==> src/rtl/bctd_pkg.sv <==
package bctd_pkg;

	// Directory geometry
	localparam int LINES        = 8;
	localparam int LINE_BITS    = (LINES > 1) ? $clog2(LINES) : 1;
	localparam int ADDRESS_BITS = 32;

	// Fixed field widths of the access and result items
	localparam int BLOCK_ADDR_W = 32;
	localparam int LINE_IDX_W   = 3;

	typedef logic [ADDRESS_BITS-1:0] tag_t;
	typedef logic [LINE_BITS-1:0]    line_t;

	typedef enum logic [1:0] {
		MODE_READ  = 2'd0,
		MODE_WRITE = 2'd1,
		MODE_INVAL = 2'd2,
		MODE_RSVD  = 2'd3
	} mode_t;

	// Compare only the low ADDRESS_BITS bits of the block address
	function automatic tag_t tag_of(input logic [BLOCK_ADDR_W-1:0] addr);
		logic [127:0] wide;
		wide = 128'(addr);
		return wide[ADDRESS_BITS-1:0];
	endfunction

	// Report a line number in the fixed-width result field
	function automatic logic [LINE_IDX_W-1:0] line_field(input line_t idx);
		logic [127:0] wide;
		wide = 128'(idx);
		return wide[LINE_IDX_W-1:0];
	endfunction

	// Round-robin step
	function automatic line_t next_line(input line_t idx);
		line_t nxt;
		if (idx == line_t'(LINES - 1)) begin
			nxt = '0;
		end else begin
			nxt = idx + line_t'(1);
		end
		return nxt;
	endfunction

endpackage

==> src/rtl/block_cache_tag_directory.sv <==
// Channel  | valid      | stall      | payload
// ---------+------------+------------+------------------------------------------------
// access   | in_valid   | in_stall   | mode, block_address, device_ok
// result   | out_valid  | out_stall  | status, hit, line_index, fill_line, store_line,
//          |            |            | pass_through
// config   | cfg_we     | (none)     | cfg_wdata -> cache_enable
//
// An item is registered on acceptance and then looked up against all lines in
// parallel; the directory update and the result register load when that stage advances.
// One item per cycle is sustained while the result channel does not stall.
// Reset clears all valid bits, the replacement pointer and both stage valids, and
// sets cache_enable to 1; tags are not cleared since invalid lines never match.
// A stalled result holds the lookup stage, which then stalls the access channel.
module block_cache_tag_directory (
	input  logic                             clk,
	input  logic                             arst_n,

	input  logic                             cfg_we,
	input  logic                             cfg_wdata,

	input  logic                             in_valid,
	output logic                             in_stall,
	input  logic [1:0]                       mode,
	input  logic [bctd_pkg::BLOCK_ADDR_W-1:0] block_address,
	input  logic                             device_ok,

	output logic                             out_valid,
	input  logic                             out_stall,
	output logic                             status,
	output logic                             hit,
	output logic [bctd_pkg::LINE_IDX_W-1:0]  line_index,
	output logic                             fill_line,
	output logic                             store_line,
	output logic                             pass_through
);
	import bctd_pkg::*;

	// Directory state
	tag_t  line_tag_q [LINES];
	logic  [LINES-1:0] line_valid_q;
	line_t replace_ptr_q;
	logic  cache_enable_q;

	// Input register stage
	logic  valid_s1;
	mode_t mode_s1;
	tag_t  tag_s1;
	logic  ok_s1;

	// Result register stage
	logic                  valid_s2;
	logic                  status_s2;
	logic                  hit_s2;
	logic [LINE_IDX_W-1:0] line_s2;
	logic                  fill_s2;
	logic                  store_s2;
	logic                  pass_s2;

	// Lookup-stage decisions
	logic                  advance;
	logic                  take_in;
	logic                  match;
	line_t                 match_idx;
	logic                  r_status, r_hit, r_fill, r_store, r_pass;
	logic [LINE_IDX_W-1:0] r_line;
	logic                  do_inval;
	logic                  do_alloc;
	logic                  do_ptr_step;
	logic                  do_write_tag;
	line_t                 wr_idx;

	// The lookup stage moves on when the result register is free or drains this cycle
	assign advance  = valid_s1 && (!valid_s2 || !out_stall);
	assign in_stall = valid_s1 && !advance;
	assign take_in  = in_valid && !in_stall;

	// Lowest valid matching line wins: scan from the top so lower lines overwrite
	always_comb begin
		match     = 1'b0;
		match_idx = '0;
		for (int i = LINES - 1; i >= 0; i--) begin
			if (line_valid_q[i] && (line_tag_q[i] == tag_s1)) begin
				match     = 1'b1;
				match_idx = line_t'(i);
			end
		end
	end

	// Decode the access against the directory
	always_comb begin
		r_status     = 1'b0;
		r_hit        = 1'b0;
		r_line       = '0;
		r_fill       = 1'b0;
		r_store      = 1'b0;
		r_pass       = 1'b0;
		do_inval     = 1'b0;
		do_alloc     = 1'b0;
		do_ptr_step  = 1'b0;
		do_write_tag = 1'b0;
		wr_idx       = replace_ptr_q;
		case (mode_s1)
			MODE_INVAL: begin
				do_inval = 1'b1;
			end
			MODE_READ, MODE_WRITE: begin
				if (!cache_enable_q) begin
					// Cache off: hand the item straight to the device
					r_status = !ok_s1;
					r_pass   = 1'b1;
				end else if (mode_s1 == MODE_READ) begin
					if (match) begin
						r_hit  = 1'b1;
						r_line = line_field(match_idx);
					end else begin
						// Miss: claim the pointed line whether or not the fill works
						do_ptr_step = 1'b1;
						r_line      = line_field(replace_ptr_q);
						if (ok_s1) begin
							do_write_tag = 1'b1;
							r_fill       = 1'b1;
						end else begin
							r_status = 1'b1;
						end
					end
				end else begin
					// Write-through: touch the directory only after the device accepts
					if (!ok_s1) begin
						r_status = 1'b1;
					end else if (match) begin
						r_hit   = 1'b1;
						r_line  = line_field(match_idx);
						r_store = 1'b1;
					end else begin
						do_ptr_step  = 1'b1;
						do_write_tag = 1'b1;
						r_line       = line_field(replace_ptr_q);
						r_store      = 1'b1;
					end
				end
			end
			default: begin
				// Reserved mode: drop with an all-zero result
			end
		endcase
		do_alloc = do_write_tag;
	end

	// Configuration register
	always_ff @(posedge clk or negedge arst_n) begin
		if (!arst_n) begin
			cache_enable_q <= 1'b1;
		end else if (cfg_we) begin
			cache_enable_q <= cfg_wdata;
		end
	end

	// Input register: control
	always_ff @(posedge clk or negedge arst_n) begin
		if (!arst_n) begin
			valid_s1 <= 1'b0;
		end else if (take_in) begin
			valid_s1 <= 1'b1;
		end else if (advance) begin
			valid_s1 <= 1'b0;
		end
	end

	// Input register: payload
	always_ff @(posedge clk) begin
		if (take_in) begin
			mode_s1 <= mode_t'(mode);
			tag_s1  <= tag_of(block_address);
			ok_s1   <= device_ok;
		end
	end

	// Directory control state: valid bits and replacement pointer
	always_ff @(posedge clk or negedge arst_n) begin
		if (!arst_n) begin
			line_valid_q  <= '0;
			replace_ptr_q <= '0;
		end else if (advance) begin
			if (do_inval) begin
				line_valid_q  <= '0;
				replace_ptr_q <= '0;
			end else begin
				if (do_alloc) begin
					line_valid_q[wr_idx] <= 1'b1;
				end
				if (do_ptr_step) begin
					replace_ptr_q <= next_line(replace_ptr_q);
				end
			end
		end
	end

	// Tag storage; invalid lines are masked by their valid bit
	always_ff @(posedge clk) begin
		if (advance && do_write_tag) begin
			line_tag_q[wr_idx] <= tag_s1;
		end
	end

	// Result register: control
	always_ff @(posedge clk or negedge arst_n) begin
		if (!arst_n) begin
			valid_s2 <= 1'b0;
		end else if (advance) begin
			valid_s2 <= 1'b1;
		end else if (!out_stall) begin
			valid_s2 <= 1'b0;
		end
	end

	// Result register: payload, held while stalled
	always_ff @(posedge clk) begin
		if (advance) begin
			status_s2 <= r_status;
			hit_s2    <= r_hit;
			line_s2   <= r_line;
			fill_s2   <= r_fill;
			store_s2  <= r_store;
			pass_s2   <= r_pass;
		end
	end

	assign out_valid    = valid_s2;
	assign status       = status_s2;
	assign hit          = hit_s2;
	assign line_index   = line_s2;
	assign fill_line    = fill_s2;
	assign store_line   = store_s2;
	assign pass_through = pass_s2;

endmodule

==> config.mk <==
export PLATFORM = sky130hd
export DESIGN_NAME = block_cache_tag_directory
export DESIGN_NICKNAME = d
export VERILOG_FILES = /design/src/rtl/bctd_pkg.sv /design/src/rtl/block_cache_tag_directory.sv
export SDC_FILE = /design/constraint.sdc
export NUM_CORES = 1
export LEC_CHECK = 0
export BUFFER_PORTS_ARGS = -buffer_cell sky130_fd_sc_hd__clkbuf_2
export CAP_MARGIN = 20
export CORE_UTILIZATION = 47
export CTS_CLUSTER_DIAMETER = 50
export DETAILED_ROUTE_END_ITERATION = 10
export GPL_ROUTABILITY_DRIVEN = 0
export PLACE_DENSITY = 0.63
export SYNTH_ARGS = -nofsm -noshare
export SYNTH_HDL_FRONTEND = slang
export SYNTH_SLANG_ARGS = --single-unit
==> constraint.sdc <==
create_clock -name clk -period 12.4 [get_ports clk]
set_input_delay 0 -clock clk [delete_from_list [all_inputs] [get_ports clk]]
set_output_delay 0 -clock clk [all_outputs]
set_load 0.01 [all_outputs]
# Yosys cells after proc, flatten, opt, wreduce, memory -nomap -nowiden
# Memories as Yosys holds them, arrays and structs flattened.
# Index checks and enable logic that the tools add are counted.
[totals]
reg_bits = 57
ramBits = 256
inputBits = 41
wordCells = 113
memories = 1
[classes]
n_addsub = 1
magnitude_cmp = 2
eq_ne = 12
muxes = 51
bitwise = 3
n_reduce_logical = 29
[mem_list]
columns = ["name", "depth", "width", "rd", "rd_clocked_by_memory_dff", "wr", "line_no", "source"]
rows = [
  ["line_tag_q", 8, 32, 8, 0, 1, "block_cache_tag_directory.sv:39", "tag_t line_tag_q [LINES];"],
]
[ops]
columns = ["op", "count"]
rows = [
  ["$eq 32x32->1", 8],
  ["$mux 3", 14],
  ["$mux 1", 34],
  ["$mux 8", 2],
  ["$logic_and 1x1->1", 13],
  ["$or 8x8->8", 1],
  ["$reduce_and 2->1", 3],
  ["$reduce_bool 2->1", 3],
  ["$logic_not 1->1", 5],
  ["$lt 3x4->1 const B", 1],
  ["$add 3x1->3 const B", 1],
  ["$demux 1 s3", 1],
  ["$eq 3x3->1 const B", 1],
  ["$ge 3x1->1 const B", 1],
  ["$reduce_and 3->1", 1],
  ["$reduce_or 3->1", 1],
  ["$eq 2x1->1 const B", 1],
  ["$eq 2x2->1 const B", 1],
  ["$logic_not 2->1", 1],
  ["$ne 2x1->1 const B", 1],
  ["$not 1->1", 2],
  ["$reduce_or 2->1", 1],
  ["$logic_or 1x1->1", 1],
]

# Longest topological paths before layout
[logic_depth]
ltp_word = 18
mapped_depth = 10
depth_no_buf = 8

# Worst setup path before layout
# OpenSTA, ideal clock, no wires.
[synth_path]
kind = "flip-flop to flip-flop"
startpoint = "reg tag_s1[24]"
endpoint = "mem line_tag_q[1][0] (netlist name), enable pin"
setup_time_ns = 0.461
t_arrival_ns = 4.190
slack_ns = 7.749
path_stages_with_launch = 11
n_path_buf = 2
path_cell_list = "edfxtp_1 buf_2 xor2_1 nor4_1 nor4b_1 nand4_1 nand4_1 nand4b_4 or3_1 buf_4 nor3_1"
[synth_between]
elab_chain_len = 18
elab_cells_between_ends = 33
cone_classes = "8 x eq/ne; 16 x mux; 9 x reduce/logical"
[synth_lines]
columns = ["element", "line_no", "source"]
rows = [
  ["start, declared", "block_cache_tag_directory.sv:47", "tag_t tag_s1;"],
  ["start signal, assigned", "block_cache_tag_directory.sv:173", "tag_s1 <= tag_of(block_address);"],
  ["$eq 32x32->1", "block_cache_tag_directory.sv:82", "if (line_valid_q[i] && (line_tag_q[i] == tag_s1)) begin"],
  ["$logic_and 1x1->1", "block_cache_tag_directory.sv:82", ""],
  ["$mux 1 (7 in series)", "block_cache_tag_directory.sv:82", ""],
  ["$mux 1 *", "block_cache_tag_directory.sv:82", ""],
  ["$mux 1", "block_cache_tag_directory.sv:130", "end else if (match) begin"],
  ["$mux 1", "block_cache_tag_directory.sv:128", "if (!ok_s1) begin"],
  ["$mux 1 *", "block_cache_tag_directory.sv:111", "end else if (mode_s1 == MODE_READ) begin"],
  ["$mux 1 *", "block_cache_tag_directory.sv:107", "if (!cache_enable_q) begin"],
  ["$mux 1 *", "block_cache_tag_directory.sv:102", "case (mode_s1)"],
  ["$logic_and 1x1->1 *", "block_cache_tag_directory.sv:200", "if (advance && do_write_tag) begin"],
  ["$mux 1 *", "block_cache_tag_directory.sv:200", ""],
  ["$mux 1 (implied by the code) *", "block_cache_tag_directory.sv:201", "line_tag_q[wr_idx] <= tag_s1;"],
  ["end, declared", "block_cache_tag_directory.sv:39", ""],
]
# Mark *: on every way between the ends. The rest lies on a longest branch, timed or not.

# Final worst setup path
[layout_path]
startpoint = "reg tag_s1[16]"
endpoint = "mem line_tag_q[4][30] (netlist name), enable pin"
# Same word-level chain as after synthesis.

==> results.toml <==
[clock_network]
cts_buffer_depth = 3
root_buffer = "clkbuf_16"
cts_tree = "yes"
post-cts-setup-buffers = 0
cts_sinks = 313
h-tree-depth = 2
clk_latency_ns = 0.51
cts-resized-gates = 0
cts_buffers = 36
path_clk_slew_ns = 0.06

[detailed_routing]
drtAntennaViolNets = 0
wl_per_cell_um = 23.2
drt_iter0_drc = 871
num_vias = 8026
via_per_inst = 5.52
first_pass_iters = 5
drcViolationCount = 0
wl_mm = 33.8

[power]
p_int_w = 0.00192
p_comb_share_pct = 7.3
power_w = 0.00248
power_density_mw_per_mm2 = 155
clkPwrFrac_pct = 42.6
irDropWorstVdd_mv = 0.0980
power.leakage_nw = 5.31
p_switching_w = 0.000562
swShare_pct = 22.7
pwr-share-seq_pct = 50.1

[global_routing]
grt_start_max_net_pins = 36
grt_pass1_wl_mm = 48.5
grt_pass1_vias = 7624
globalRouteOverflowTotal = 0
track_usage_pct = 23.2
grt_antenna_before_repair = 0

[setup_path]
crit_path_end_kind = "register"
cp_max_fo = 32
cpMostUsedCell = "nand4_1"
timing.rr.end = "line_tag_q[4][30]"
crit_chain = "xor2_1, nor4b_1, nand4_1, or4_1, nand4_1, nand4b_4, or3_1, nor2_2, buf_4"
reg2reg_depth = 9
cp.arrival_ns = 4.05
rr_startpoint = "tag_s1[16]"
worst_ep_required_time_ns = 12.61
path_class = "reg2reg"
crit_slowest_cell = "edfxtp_1"
crit_path_max_incr_delay_ns = 1.05
worstSetupStartpointType = "register"
r2r_slack_ns = 8.56

[placement]
dp.cells = 1351
dp_hpwl_mm = 20.7
dp_slack_ns = 8.56
numPortBuffers = 50

[die]
dieHeight_um = 172
die_area_mm2 = 0.0297
start_util_pct = 47.7
rows = 62
die_w_um = 172
io_pins = 51
core_mm2 = 0.0286

[logic_synthesis]
synth_nets = 970
syn_area_mm2 = 0.0137
synth_seq_cells = 313
syn_avg_cell_area_um2 = 14.7
ys.warnings.count = 0
ys_seq_area_share_pct = 68.3
synth_edf_count = 299
syn_inst = 927
async_flop_share_pct = 4.47
synthDistinctLibCells = 54
synthFlopType = "edfxtp_1"

[layout]
drive_gt1_share_pct = 13.9
final_cells = 1455
area_growth_pct = 17.3
final_nets = 1091
fin_util_pct = 56.0
final_cell_mix = "edfxtp_1, xor2_1, xnor2_1, nand2_1, nor4_1"
layout_commonest_cell = "edfxtp_1"
antennaDiodeCount = 0

[sta]
setup_viol = 0
max_freq_mhz = 261
final.setup.tns_ns = 0
finalMaxSlewViolations = 0
fin_crit_sh_pct = 30.9
max_slew_margin_pct = 26.5
hold_violations = 0
rsz0062_at_grt = "no"
tightest_slew_ns = 1.10
finalWorstSetupSlack_ns = 8.56
period_needed_ns = 3.84
fin_skew_ns = 0.0210

[hold_path]
min_to = "tag_s1[28]"
hp-start = "block_address[28]"
whs_path_depth = 2
hold_path.class = "in2reg"

[run]
maxCapViolations = 0

[status]
status = "finished clean"
## Yosys cell counts, drive strengths merged, types with 13 or more instances
master  instances  area share [%]
nor2           22            0.60
nor3           19            0.70
nand2b         13            0.60
edfxtp        299              66
dfrtp          13             2.4
xnor2         117             7.5
xor2          133             8.5
nand3          14            0.51
nand2          59             1.6
nand4          52             2.4
buf            36             1.4
nor4           59             2.8
## through the flow
stage	hold WS [ns]	cell area [µm²]
global route	0.193	16000
detailed placement	-0.0436	14400
global placement	-0.0468	14400
floorplan	-0.296	13700
CTS	0.184	16000
finish	0.205	16000
## routing by layer
layer	share of wire [%]	wire [µm]	up-vias	global-route usage, %
met5	0	0	-	0
met4	2.3	776	0	7.00
met3	7.5	2520	51	4.49
met2	45	15200	353	35.7
met1	45	15300	3928	33.4
li1	-	-	3694	-
## cell type report
type,count,area [µm²]
clock inverter,17,213
sequential,313,9330
tap,384,480
fill,2302,12600
inverter,8,30.0
timing repair buffer,120,883
clock buffer,44,962
multi-input combinational,569,4120
## power groups by stage
stage | combinational (W) | clock, W | sequential (W)
final | 0.000180 | 0.00106 | 0.00124
after global routing | 0.000197 | 0.00111 | 0.00125
after CTS | 0.000180 | 0.00108 | 0.00124
after detailed placement | 0.000168 | 0 | 0.00126
after global placement | 0.000168 | 0 | 0.00126
after floorplan | 0.000122 | 0 | 0.00123
## registers in the layout, summed over array words and instances, names as in the netlist, 2 cells and up
signal	flops
line_tag_q	256
tag_s1	32
line_valid_q	8
line_index	3
replace_ptr_q	3
mode_s1	2
## repair_timing
action                     4_1_cts  5_1_grt
hold buffers                    43        0
hold endpoints to repair        52        0
setup endpoints to repair        0        0
## how the worst max path moves through the flow
stage	slack, ns	cells past startpoint	start	endpoint
floorplan	7.75	10	tag_s1[24]	line_tag_q[1][0]
global placement	8.66	9	tag_s1[25]	line_tag_q[1][16]
detailed placement	8.56	9	tag_s1[16]	line_tag_q[1][30]
CTS	8.54	9	tag_s1[16]	line_tag_q[4][30]
global route	8.36	9	tag_s1[16]	line_tag_q[4][23]
finish	8.56	9	tag_s1[16]	line_tag_q[4][30]
## cell families (layout without fill, tap and decap cells)
kind of cell | Yosys count | count (layout) | synth area share (%)
compound gates | 26 | 26 | 1.26
fa+ha+maj | 2 | 2 | 0.183
simple gates | 288 | 288 | 12.2
buf+inv | 45 | 189 | 1.69
flops | 313 | 313 | 68.3
mux | 3 | 3 | 0.247
xor+xnor | 250 | 250 | 16.0
## critical path, delay by kind of cell (launching register included)
| kind | cells | cell delay, ns |
|---|---|---|
| xor+xnor | 1 | 0.24 |
| simple gates | 7 | 1.95 |
| flops | 1 | 1.05 |
| buf+inv | 1 | 0.26 |
No activity file was read; power rests on OpenSTA's default activity.
